==> src/rtl/rre_pkg.sv <==
// ----------------------------------------------------------------------------
// rre_pkg
// Widths, constants and shared types of the RTT / RTO estimator.
// ----------------------------------------------------------------------------
package rre_pkg;

  localparam int unsigned SampleW = 16;
  localparam int unsigned SrttW   = 20;
  localparam int unsigned DevW    = 21;
  localparam int unsigned RtoW    = 22;

  localparam logic [SampleW-1:0] MinRtoReset = 16'd200;

  typedef struct packed {
    logic [SrttW-1:0] srtt;
    logic [DevW-1:0]  mdev;
    logic [DevW-1:0]  dev_max;
    logic [DevW-1:0]  var_hold;
  } rre_state_t;

  typedef struct packed {
    logic [RtoW-1:0]  rto;
    logic [SrttW-1:0] srtt;
    logic [DevW-1:0]  rttvar;
  } rre_result_t;

endpackage

==> src/rtl/rre_if.sv <==
// ----------------------------------------------------------------------------
// rre_if
// Valid / ready channels for RTT samples and estimator results.
// ----------------------------------------------------------------------------
interface rre_sample_if;
  logic        valid;
  logic        ready;
  logic [15:0] rtt_sample;

  modport source (output valid, output rtt_sample, input ready);
  modport sink   (input valid, input rtt_sample, output ready);
endinterface

interface rre_result_if;
  logic        valid;
  logic        ready;
  logic [21:0] rto;
  logic [19:0] smoothed_rtt;
  logic [20:0] rtt_variance;

  modport source (output valid, output rto, output smoothed_rtt, output rtt_variance,
                  input ready);
  modport sink   (input valid, input rto, input smoothed_rtt, input rtt_variance,
                  output ready);
endinterface

==> src/rtl/rre_update.sv <==
// ----------------------------------------------------------------------------
// rre_update
// Single-pass estimator update: first-sample initialisation or the
// integer smoothed RTT / mean deviation update, plus the saturating RTO.
// ----------------------------------------------------------------------------
module rre_update import rre_pkg::*; (
  input  rre_state_t         state_i,
  input  logic [SampleW-1:0] sample_i,
  input  logic [SampleW-1:0] min_rto_i,
  output rre_state_t         state_o,
  output rre_result_t        result_o
);

  logic [SampleW-1:0] m;
  logic               first;
  logic signed [17:0] err;
  logic signed [21:0] s;
  logic signed [23:0] neg_gap;
  logic signed [23:0] pos_gap;
  logic signed [23:0] adj;
  logic signed [23:0] d;
  logic [SrttW-1:0]   srtt_upd;
  logic [DevW-1:0]    mdev_upd;
  logic [SrttW-1:0]   srtt_init;
  logic [DevW-1:0]    mdev_init;
  logic [DevW-1:0]    floor_init;
  logic [23:0]        total;

  assign m     = (sample_i == '0) ? 16'd1 : sample_i;
  assign first = (state_i.srtt == '0);

  assign err = $signed({2'b00, m}) - $signed({1'b0, state_i.srtt[SrttW-1:3]});
  assign s   = $signed({2'b00, state_i.srtt}) + $signed({{4{err[17]}}, err});
  assign srtt_upd = s[21] ? '0 : s[SrttW-1:0];

  // gap between absolute error and a quarter of the mean deviation
  assign neg_gap = $signed(24'd0) - $signed({{6{err[17]}}, err})
                   - $signed({5'b00000, state_i.mdev[DevW-1:2]});
  assign pos_gap = $signed({{6{err[17]}}, err})
                   - $signed({5'b00000, state_i.mdev[DevW-1:2]});

  always_comb begin
    if (err[17]) begin
      if (!neg_gap[23] && (neg_gap != '0)) begin
        adj = $signed({3'b000, neg_gap[23:3]});
      end else begin
        adj = neg_gap;
      end
    end else begin
      adj = pos_gap;
    end
  end

  assign d        = $signed({3'b000, state_i.mdev}) + adj;
  assign mdev_upd = d[23] ? '0 : d[DevW-1:0];

  assign srtt_init  = {1'b0, m, 3'b000};
  assign mdev_init  = {4'b0000, m, 1'b0};
  assign floor_init = (mdev_init > {5'b00000, min_rto_i}) ? mdev_init
                                                          : {5'b00000, min_rto_i};

  always_comb begin
    state_o = state_i;
    if (first) begin
      state_o.srtt     = srtt_init;
      state_o.mdev     = mdev_init;
      state_o.dev_max  = floor_init;
      state_o.var_hold = floor_init;
    end else begin
      state_o.srtt = srtt_upd;
      state_o.mdev = mdev_upd;
      if (mdev_upd > state_i.dev_max) begin
        state_o.dev_max = mdev_upd;
        if (mdev_upd > state_i.var_hold) begin
          state_o.var_hold = mdev_upd;
        end
      end
    end
  end

  assign total = {4'b0000, state_o.srtt} + {1'b0, state_o.mdev, 2'b00};

  assign result_o.rto    = (total[23:22] != 2'b00) ? '1 : total[RtoW-1:0];
  assign result_o.srtt   = state_o.srtt;
  assign result_o.rttvar = state_o.var_hold;

endmodule

==> src/rtl/rtt_rto_estimator.sv <==
// ----------------------------------------------------------------------------
// rtt_rto_estimator
// Jacobson/Karels style round-trip estimator producing srtt, rttvar and a
// saturating retransmit timeout for every RTT sample beat.
// ----------------------------------------------------------------------------
//  channel     dir  payload                                  width
//  sample_i    in   rtt_sample                               16
//  result_o    out  rto, smoothed_rtt, rtt_variance          22, 20, 21
//  cfg_*       in   min_rto (write only)                     16
//
//  one beat per clock sustained while result_o is ready; sample register
//  then result register, with the estimator state updated as a beat moves
//  between them. a stalled result holds a full sample stage and the result
//  stage; the sample stage still takes a beat while the result stage drains.
//  reset clears the state (no sample yet) and sets min_rto to 200.
// ----------------------------------------------------------------------------
module rtt_rto_estimator import rre_pkg::*; (
  input  logic               clk_i,
  input  logic               rst_ni,
  input  logic               cfg_we_i,
  input  logic [SampleW-1:0] cfg_wdata_i,
  rre_sample_if.sink         sample_i,
  rre_result_if.source       result_o
);

  logic               in_v_q;
  logic [SampleW-1:0] sample_q;
  logic               out_v_q;
  rre_result_t        res_q;
  rre_state_t         state_q;
  rre_state_t         state_d;
  rre_result_t        res_d;
  logic [SampleW-1:0] min_rto_q;
  logic               out_free;
  logic               advance;

  assign out_free        = !out_v_q || result_o.ready;
  assign advance         = in_v_q && out_free;
  assign sample_i.ready  = !in_v_q || out_free;

  rre_update u_update (
    .state_i   (state_q),
    .sample_i  (sample_q),
    .min_rto_i (min_rto_q),
    .state_o   (state_d),
    .result_o  (res_d)
  );

  always_ff @(posedge clk_i or negedge rst_ni) begin
    if (!rst_ni) begin
      min_rto_q <= MinRtoReset;
    end else if (cfg_we_i) begin
      min_rto_q <= cfg_wdata_i;
    end
  end

  always_ff @(posedge clk_i or negedge rst_ni) begin
    if (!rst_ni) begin
      in_v_q  <= 1'b0;
      out_v_q <= 1'b0;
      state_q <= '0;
    end else begin
      if (sample_i.ready) begin
        in_v_q <= sample_i.valid;
      end
      if (out_free) begin
        out_v_q <= in_v_q;
      end
      if (advance) begin
        state_q <= state_d;
      end
    end
  end

  // payload stages
  always_ff @(posedge clk_i) begin
    if (sample_i.ready && sample_i.valid) begin
      sample_q <= sample_i.rtt_sample;
    end
    if (advance) begin
      res_q <= res_d;
    end
  end

  assign result_o.valid        = out_v_q;
  assign result_o.rto          = res_q.rto;
  assign result_o.smoothed_rtt = res_q.srtt;
  assign result_o.rtt_variance = res_q.rttvar;

endmodule
==> src/flat_wrapper.sv <==
// flat-port wrapper written by rule: the top's interface ports become plain ports
module rtt_rto_estimator_flat import rre_pkg::*;
  (clk_i, rst_ni, cfg_we_i, cfg_wdata_i, sample_i_valid, sample_i_rtt_sample, sample_i_ready, result_o_valid, result_o_rto, result_o_smoothed_rtt, result_o_rtt_variance, result_o_ready);
  rre_sample_if sample_i_i ();
  rre_result_if result_o_i ();
  input  logic clk_i;
  input  logic rst_ni;
  input  logic cfg_we_i;
  input  logic [SampleW-1:0] cfg_wdata_i;
  input wire logic [$bits(sample_i_i.valid)-1:0] sample_i_valid;
  input wire logic [$bits(sample_i_i.rtt_sample)-1:0] sample_i_rtt_sample;
  output wire logic [$bits(sample_i_i.ready)-1:0] sample_i_ready;
  output wire logic [$bits(result_o_i.valid)-1:0] result_o_valid;
  output wire logic [$bits(result_o_i.rto)-1:0] result_o_rto;
  output wire logic [$bits(result_o_i.smoothed_rtt)-1:0] result_o_smoothed_rtt;
  output wire logic [$bits(result_o_i.rtt_variance)-1:0] result_o_rtt_variance;
  input wire logic [$bits(result_o_i.ready)-1:0] result_o_ready;
  assign sample_i_i.valid = sample_i_valid;
  assign sample_i_i.rtt_sample = sample_i_rtt_sample;
  assign sample_i_ready = sample_i_i.ready;
  assign result_o_valid = result_o_i.valid;
  assign result_o_rto = result_o_i.rto;
  assign result_o_smoothed_rtt = result_o_i.smoothed_rtt;
  assign result_o_rtt_variance = result_o_i.rtt_variance;
  assign result_o_i.ready = result_o_ready;
  rtt_rto_estimator u_core (.clk_i(clk_i), .rst_ni(rst_ni), .cfg_we_i(cfg_we_i), .cfg_wdata_i(cfg_wdata_i), .sample_i(sample_i_i), .result_o(result_o_i));
endmodule
==> config.mk <==
export PLATFORM = sky130hd
export DESIGN_NAME = rtt_rto_estimator_flat
export DESIGN_NICKNAME = d
export VERILOG_FILES = /design/src/rtl/rre_pkg.sv /design/src/rtl/rre_if.sv /design/src/rtl/rre_update.sv /design/src/rtl/rtt_rto_estimator.sv /design/src/flat_wrapper.sv
export SDC_FILE = /design/constraint.sdc
export NUM_CORES = 1
export LEC_CHECK = 0
export ABC_CLOCK_PERIOD_IN_PS = 14900
export BUFFER_PORTS_ARGS = -buffer_cell sky130_fd_sc_hd__buf_4
export CORE_ASPECT_RATIO = 0.9
export CORE_MARGIN = 2
export CORE_UTILIZATION = 42
export DETAILED_ROUTE_END_ITERATION = 6
export GPL_ROUTABILITY_DRIVEN = 0
export PLACE_DENSITY = 0.64
export SETUP_SLACK_MARGIN = 0.1
export SYNTH_ARGS = -nofsm -noshare
export SYNTH_HDL_FRONTEND = slang
export SYNTH_SLANG_ARGS = --single-unit
==> constraint.sdc <==
create_clock -name clk_i -period 14.9 [get_ports clk_i]
set_input_delay 2.235 -clock clk_i [delete_from_list [all_inputs] [get_ports clk_i]]
set_output_delay 2.235 -clock clk_i [all_outputs]
set_load 0.02 [all_outputs]
# Word-level counts from Yosys, hierarchy flattened
# Cells that the tools add are included.
word_totals:
  reg_bits: 180
  inputBits: 37
  output_inout_bits: 65
  wordCells: 44
classes:
  add_sub_neg: 7
  magnitude_cmp: 3
  mux: 9
  n_reduce_logical: 14
ops:
  columns: ["cell", "count"]
  rows:
  - ["2-to-1 mux 83 bit", 1]
  - ["2-to-1 mux 24 bit", 2]
  - ["> comparator 21 bit", 2]
  - ["2-to-1 mux 21 bit", 2]
  - ["2-to-1 mux 42 bit", 1]
  - ["adder 20 x 23 -> 24 bit", 1]
  - ["adder 22 x 24 -> 24 bit", 1]
  - ["nonzero test 24 bit", 1]
  - ["adder 21 x 18 -> 22 bit", 1]
  - ["subtractor 18 x 20 -> 21 bit", 1]
  - ["subtractor 19 x 20 -> 21 bit", 1]
  - ["logical NOT 20 bit", 1]
  - ["2-to-1 mux 20 bit", 1]
  - ["subtractor 1 x 18 -> 19 bit (first input constant)", 1]
  - ["subtractor 16 x 17 -> 18 bit", 1]
  - ["> comparator 17 x 16 -> 1 bit", 1]
  - ["2-to-1 mux 17 bit", 1]
  - ["logical NOT 16 bit", 1]
  - ["2-to-1 mux 16 bit", 1]
  - ["nonzero test 2 bit", 2]
  - ["logical AND 1 bit", 3]
  - ["logical NOT 1 bit", 3]
  - ["logical OR 1 bit", 2]
  - ["AND reduction 2 bit", 1]

# Depth between registers and ports, before layout
# Gate-level depths: netlist of run 1.
depth:
  word_depth: 17
  mapped_depth: 55
  mapped_depth_nobuf: 51

# Hierarchy
# Synthesis of run 1 repeated with hierarchy kept, for this count alone.
hier_totals:
  cells_unflattened: 1703
  hier_area_um2: 15876.5
modules_own_cells:
  columns: ["mod", "n_inst", "cells_each", "area_each_um2"]
  rows:
  - ["rre_update", 1, 1406, 9426.5]
  - ["rtt_rto_estimator", 1, 297, 6449.9]

# Worst setup path after synthesis of run 1
# No wires, ideal clock.
synth_timing:
  kind: "register to register"
  from: "register u_core.sample_q[4]"
  to: "register u_core.res_q, in the netlist u_core.result_o.rto[1], data pin"
  setup_ps: 256
  arrival_time_ps: 10351
  slack_ps: 4293
  path_stages_with_launch: 53
  path_buffers: 3
  synth_period_minus_slack_ps: 10607
  cell_sequence: "edfxtp_1 -> nor4_1 -> a41o_1 -> inv_1 -> ha_1 -> fa_1 -> nand3b_1 -> a21boi_0 -> o21ai_0 -> a21boi_0 -> o21ai_0 -> a21oi_1 -> a41o_1 -> or4_1 -> nand2_1 -> xnor2_1 -> ha_1 -> inv_1 -> [... 17 more ...] -> or2_1 -> clkbuf_1 -> nand2b_1 -> inv_1 -> a21oi_1 -> inv_1 -> ha_1 -> a211oi_1 -> nor2_1 -> o221a_2 -> o211a_1 -> o21ai_0 -> a21boi_0 -> o31ai_1 -> a21o_1 -> a311o_1 -> buf_2 -> nand2_1"
synth_rtl:
  columns: ["item", "line", "text"]
  rows:
  - ["start: declaration", "rtt_rto_estimator.sv:27", "logic [SampleW-1:0] sample_q;"]
  - ["start signal: assignment", "rtt_rto_estimator.sv:78", "sample_q <= sample_i.rtt_sample;"]
  - ["end signal: assignment", "rtt_rto_estimator.sv:81", "res_q <= res_d;"]
  - ["end: declaration", "rtt_rto_estimator.sv:29", "rre_result_t res_q;"]

==> impl_metrics.ini, run 1 <==
[global_routing]
grt-ovfl-total = 0
grt_pass1_vias = 13000
grt_usage_pct = 26.3
grt_max_degree = 104
antenna_found_initial = 0
grt_pass1_wl_um = 75800

[timing]
max_slew_margin_pct = 20.9
fin_crit_ns = 13.37
hold_violations = 0
fin_skew_ns = 0.0241
fin_tns_setup_ns = 0
setup_viol = 0
drv_slew = 0
worst_pin_slew_ns = 1.17
fin_crit_sh_pct = 89.7
timing.fmax_mhz = 74.8
hold_slack_ns = 0.496
rsz0062_at_grt = false

[finish]
layout-drive-gt1-share_pct = 10.8
synthToLayoutAreaGrowth_pct = 11.8
fillCellCount = 3477
antenna_cells = 0
final_cell_area_sq_um = 17000
nets = 2034

[worst_setup_path]
worstSetupStartpointType = flip-flop
cp-end-kind = flip-flop
required_ns = 15.06
cpPeakStageDelay_ns = 0.74
cp.arrival_ns = 13.53
crit_fanout = 18
cp_top_family = compound AO/OA/AOI/OAI gates
crit_top_cell = ha_1
critical_path_class = flip-flop to flip-flop
slowest_stage = a311o_1
cp_num_buf_inv = 3

[route]
drc = 5
drt-total-wl_um = 49400
viasPerCell = 6.00
ant_nets = 0
vias = 13800
drtPass1Iterations = 7
wl_per_cell_um = 21.5
drt_first_iter_violations = 1512

[logic_synthesis]
ys_seq_area_share_pct = 32.2
syn-num-nets = 1965
synth_cell_type_count = 98
synthArstFlopShare_pct = 56.1
synthesis.area_sq_um = 15200
synth_top_flop_cell = dfrtp_1
synth_largest_area_cell = dfrtp_1
syn_inst = 1734
ys_seq_elements = 180
syn_avg_cell_area_sq_um = 8.79
ys_warn_count = 0
synth_edf_count = 79
synth_area_leaders = dfrtp_1 (16%), edfxtp_1 (16%), ha_1 (15%)
yosys.area.top_type_share_pct = 16.1

[place]
dpl_cell_area_sq_um = 16400
port-buffer-count = 101
place_hpwl_um = 38300

[floorplan]
rows = 66
initial_core_util_pct = 42.4
io_pins = 102
core-area_sq_um = 35900
die_area_sq_um = 37800
die_h_um = 185
die_w_um = 205

[clock_network]
clock_path_buffers = 2
cts-buffers-inserted = 17
cts-root-buf = clkbuf_16
cts.clk_slew.worst_paths_ns = 0.07
cts_resized = 0
htree_levels = 4
cts_setup_buffers = 0
clock_latency_ns = 0.46
cts_sinks = 180
ctsHoldBuffers = 0
cts_tree = done

[run_status]
violations = DRC
status = complete, but fails checks

[flow_run]
max_cap_viol_count = 0

[hold_path]
hold_class = flip-flop to flip-flop
flip-flops by register name, summed over array words and instances, names as in the netlist:
signal,flops
u_core.in_v_q,1
u_core.min_rto_q,16
u_core.result_o.rto,22
u_core.result_o.rtt_variance,21
u_core.result_o.smoothed_rtt,20
u_core.result_o.valid,1
u_core.sample_q,16
u_core.state_q,83
layout by cell type (no fill, tap or decap), types with 58 or more instances in the layout:
master	Yosys	layout
nand2_1	191	191
o21ai_0	125	125
nor2_1	108	107
ha_1	188	188
a21o_1	58	58
dfrtp_1	98	98
inv_1	174	174
a21oi_1	86	85
edfxtp_1	79	79
buf_4	3	117
layout make-up:
class | count | area, sq um | area share [%]
multi-input combinational | 1311 | 9410 | 55.2
sequential | 180 | 4900 | 28.8
timing repair buffer | 117 | 878 | 5.16
inverter | 176 | 666 | 3.91
tap | 476 | 596 | 3.50
clock buffer | 21 | 462 | 2.71
clock inverter | 11 | 115 | 0.676
layer usage:
layer	vias up	share of wire (%)	global-route usage (%)
li1	6420	-	-
met2	645	42	38.9
met3	116	8.0	4.76
met4	0	4.4	10.8
met1	6575	46	37.6
met5	-	0	0
worst register-to-register path: cells and delay by family (launching register included):
family | cells | cell delay (ns)
flip-flops | 1 | 0.50
buffers and inverters | 3 | 0.29
adder cells (fa/ha/maj) | 7 | 2.34
AND/OR/NAND/NOR | 15 | 3.56
XOR/XNOR | 1 | 0.51
AO/OA/AOI/OAI | 22 | 5.86
Yosys cell counts (20+ instances only):
| cell | count |
|---|---|
| nand2b_1 | 27 |
| nor2_1 | 108 |
| a21o_1 | 58 |
| ha_1 | 188 |
| o221ai_1 | 26 |
| nand2_1 | 191 |
| o21a_1 | 24 |
| nor3_1 | 30 |
| nand4_1 | 22 |
| xor2_1 | 29 |
| nand3_1 | 25 |
| o31ai_1 | 20 |
| dfrtp_1 | 98 |
| xnor2_1 | 53 |
| inv_1 | 174 |
| a21oi_1 | 86 |
| edfxtp_1 | 79 |
| clkbuf_1 | 49 |
| mux2i_1 | 26 |
| o21ai_0 | 125 |
final timing paths:
kind                                     from                       to  slack (ns)  cells past startpoint
max                        u_core.sample_q[8]  u_core.result_o.rto[16]        1.53                     48
min                        u_core.state_q[41]       u_core.state_q[41]        0.50                      1
max reg2reg                u_core.sample_q[8]  u_core.result_o.rto[16]        1.53                     48
min reg2reg                u_core.state_q[41]       u_core.state_q[41]        0.50                      1
max in group asynchronous              rst_ni       u_core.state_q[28]       11.84                      2
min in group asynchronous              rst_ni       u_core.state_q[34]        1.82                      1
metrics by stage:
step / setup slack, ns / instances / util (%)
2_1_floorplan: 4.29 / 1734 / -
3_3_place_gp: 2.36 / 2260 / 45.8
3_5_place_dp: 1.80 / 2260 / 45.8
4_1_cts: 1.75 / 2292 / 47.4
5_1_grt: 0.469 / 2292 / 47.4
6_report: 1.53 / 2292 / 47.4
cells by family (layout without fill, tap and decap cells):
| group | Yosys count | after routing | share of synthesized area [%] |
|---|---|---|---|
| compound gates | 508 | 508 | 22.9 |
| fa+ha+maj | 195 | 195 | 16.3 |
| flops | 180 | 180 | 32.2 |
| buf+inv | 243 | 325 | 6.14 |
| simple gates | 493 | 493 | 15.4 |
| mux | 31 | 31 | 2.08 |
| xor+xnor | 84 | 84 | 4.93 |
Power of run 1 is not shown: default switching activity piles up to over one toggle a cycle in this logic, so the estimate is an artifact.
==> run 2: changes to the inputs <==
--- a/config.mk
+++ b/config.mk
@@ -5,7 +5,7 @@
 export SDC_FILE = /design/constraint.sdc
 export NUM_CORES = 1
 export LEC_CHECK = 0
-export ABC_CLOCK_PERIOD_IN_PS = 14900
+export ABC_CLOCK_PERIOD_IN_PS = 16800
 export BUFFER_PORTS_ARGS = -buffer_cell sky130_fd_sc_hd__buf_4
 export CORE_ASPECT_RATIO = 0.9
 export CORE_MARGIN = 2
==> constraint.sdc (replaced) <==
create_clock -name clk_i -period 16.8 [get_ports clk_i]
set_input_delay 2.52 -clock clk_i [delete_from_list [all_inputs] [get_ports clk_i]]
set_output_delay 2.52 -clock clk_i [all_outputs]
set_load 0.02 [all_outputs]
==> run 2 against run 1 <==
The flow now finishes without violations. Global-route usage rose by 0.28 points. Routed wire length is 0.62% higher. Sequential share of layout area fell by 0.070 points. Setup slack improved by 1.9 ns. Clock skew down 0.0095 ns. Worst hold slack worse by 0.0023 ns. Fmax is 0.19% lower. Critical path type unchanged. Highest routed layer unchanged.
==> impl_metrics.ini, run 2 (same netlist as run 1, synthesis figures left out) <==
[finish]
fillCellCount = 3448
layout-drive-gt1-share_pct = 11.0
largest_reg_flops = 83
layout_common_cells = nand2_1 (191), ha_1 (188), inv_1 (174)
final_common_cell = nand2_1
final_cell_area_sq_um = 17100
synthToLayoutAreaGrowth_pct = 12.0
antenna_cells = 0
finalNonFillerCells = 2291
nets = 2033
regMostFlops = u_core.state_q

[place]
dpl_cell_area_sq_um = 16400
dp_cells = 2259
port-buffer-count = 101
place_hpwl_um = 38300

[route]
wl_per_cell_um = 21.7
ant_nets = 0
drt-total-wl_um = 49700
drtPass1Iterations = 6
vias = 13800
drc = 0
viasPerCell = 6.01
drt_first_iter_violations = 1405

[timing]
fin_tns_setup_ns = 0
fin_crit_ns = 13.40
fin_skew_ns = 0.0146
hold_violations = 0
worst_pin_slew_ns = 1.19
fin_crit_sh_pct = 79.7
max_slew_margin_pct = 19.8
setup_viol = 0
drv_slew = 0
rsz0062_at_grt = false
timing.fmax_mhz = 74.7

[worst_setup_path]
worstSetupStartpointType = flip-flop
cp_num_buf_inv = 5
cp_top_family = compound AO/OA/AOI/OAI gates
cpPeakStageDelay_ns = 0.73
cp-end-kind = flip-flop
crit_fanout = 18
cp.arrival_ns = 13.55
slowest_stage = a311o_1
required_ns = 16.96
critical_path_class = flip-flop to flip-flop

[clock_network]
cts_setup_buffers = 0
ctsHoldBuffers = 0
cts_tree = done
cts-buffers-inserted = 17
cts_resized = 0
clock_latency_ns = 0.46
clock_path_buffers = 2
cts_sinks = 180
htree_levels = 4
cts.clk_slew.worst_paths_ns = 0.08
cts-root-buf = clkbuf_16

[global_routing]
grt_pass1_vias = 13200
grt_max_degree = 106
grt_pass1_wl_um = 76600
antenna_found_initial = 0
grt_usage_pct = 26.6
grt-ovfl-total = 0

[floorplan]
initial_core_util_pct = 42.4
core-area_sq_um = 35900
die_w_um = 205
die_area_sq_um = 37800
rows = 66
io_pins = 102
die_h_um = 185

[hold_path]
hold_class = flip-flop to flip-flop

[run_status]
status = completed

[flow_run]
max_cap_viol_count = 0
## run 2: area by class of cell
class / instances / area, sq um / share of cell area [%]
flip-flops and latches: 180 / 4900 / 28.7
well taps: 476 / 596 / 3.49
repair buffers: 116 / 871 / 5.10
multi-input cells: 1311 / 9410 / 55.1
clock buffers: 19 / 464 / 2.72
clock inverters: 13 / 161 / 0.946
inverters: 176 / 666 / 3.90
## run 2: stage by stage
stage                     hold slack (ns)  setup slack [ns]  utilization, %
after floorplan                     0.456              6.19               -
after global placement              0.473              4.24            45.8
after detailed placement            0.479              3.76            45.8
after CTS                           0.499              3.63            47.5
after global routing                0.524              2.38            47.5
final                               0.494              3.40            47.5
## run 2: routing by layer
layer	wire length, um	share of wire [%]	global-route usage, %
met5	0	0	0
met4	1830	3.7	10.7
met3	4160	8.4	5.29
met2	21300	43	39.6
met1	22500	45	37.6
## run 2: final timing paths
kind	start	endpoint	slack [ns]	cells past startpoint
hold / removal	u_core.in_v_q	u_core.result_o.valid	0.49	1
max in group asynchronous	rst_ni	u_core.state_q[82]	13.44	2
min in group asynchronous	rst_ni	u_core.state_q[58]	2.11	1
hold reg to reg	u_core.in_v_q	u_core.result_o.valid	0.49	1
setup reg to reg	u_core.sample_q[3]	u_core.result_o.rto[16]	3.40	50
setup / recovery	u_core.sample_q[3]	u_core.result_o.rto[16]	3.40	50
## run 2: worst register-to-register path, delay by kind of cell, from the launching register on
family	cells	cell delay [ns]
compound gates	27	7.09
fa+ha+maj	6	1.95
simple gates	9	1.88
xor+xnor	2	0.71
buf+inv	5	0.56
flops	1	0.51
mux	1	0.39
Power of run 2 is left out for the same reason.
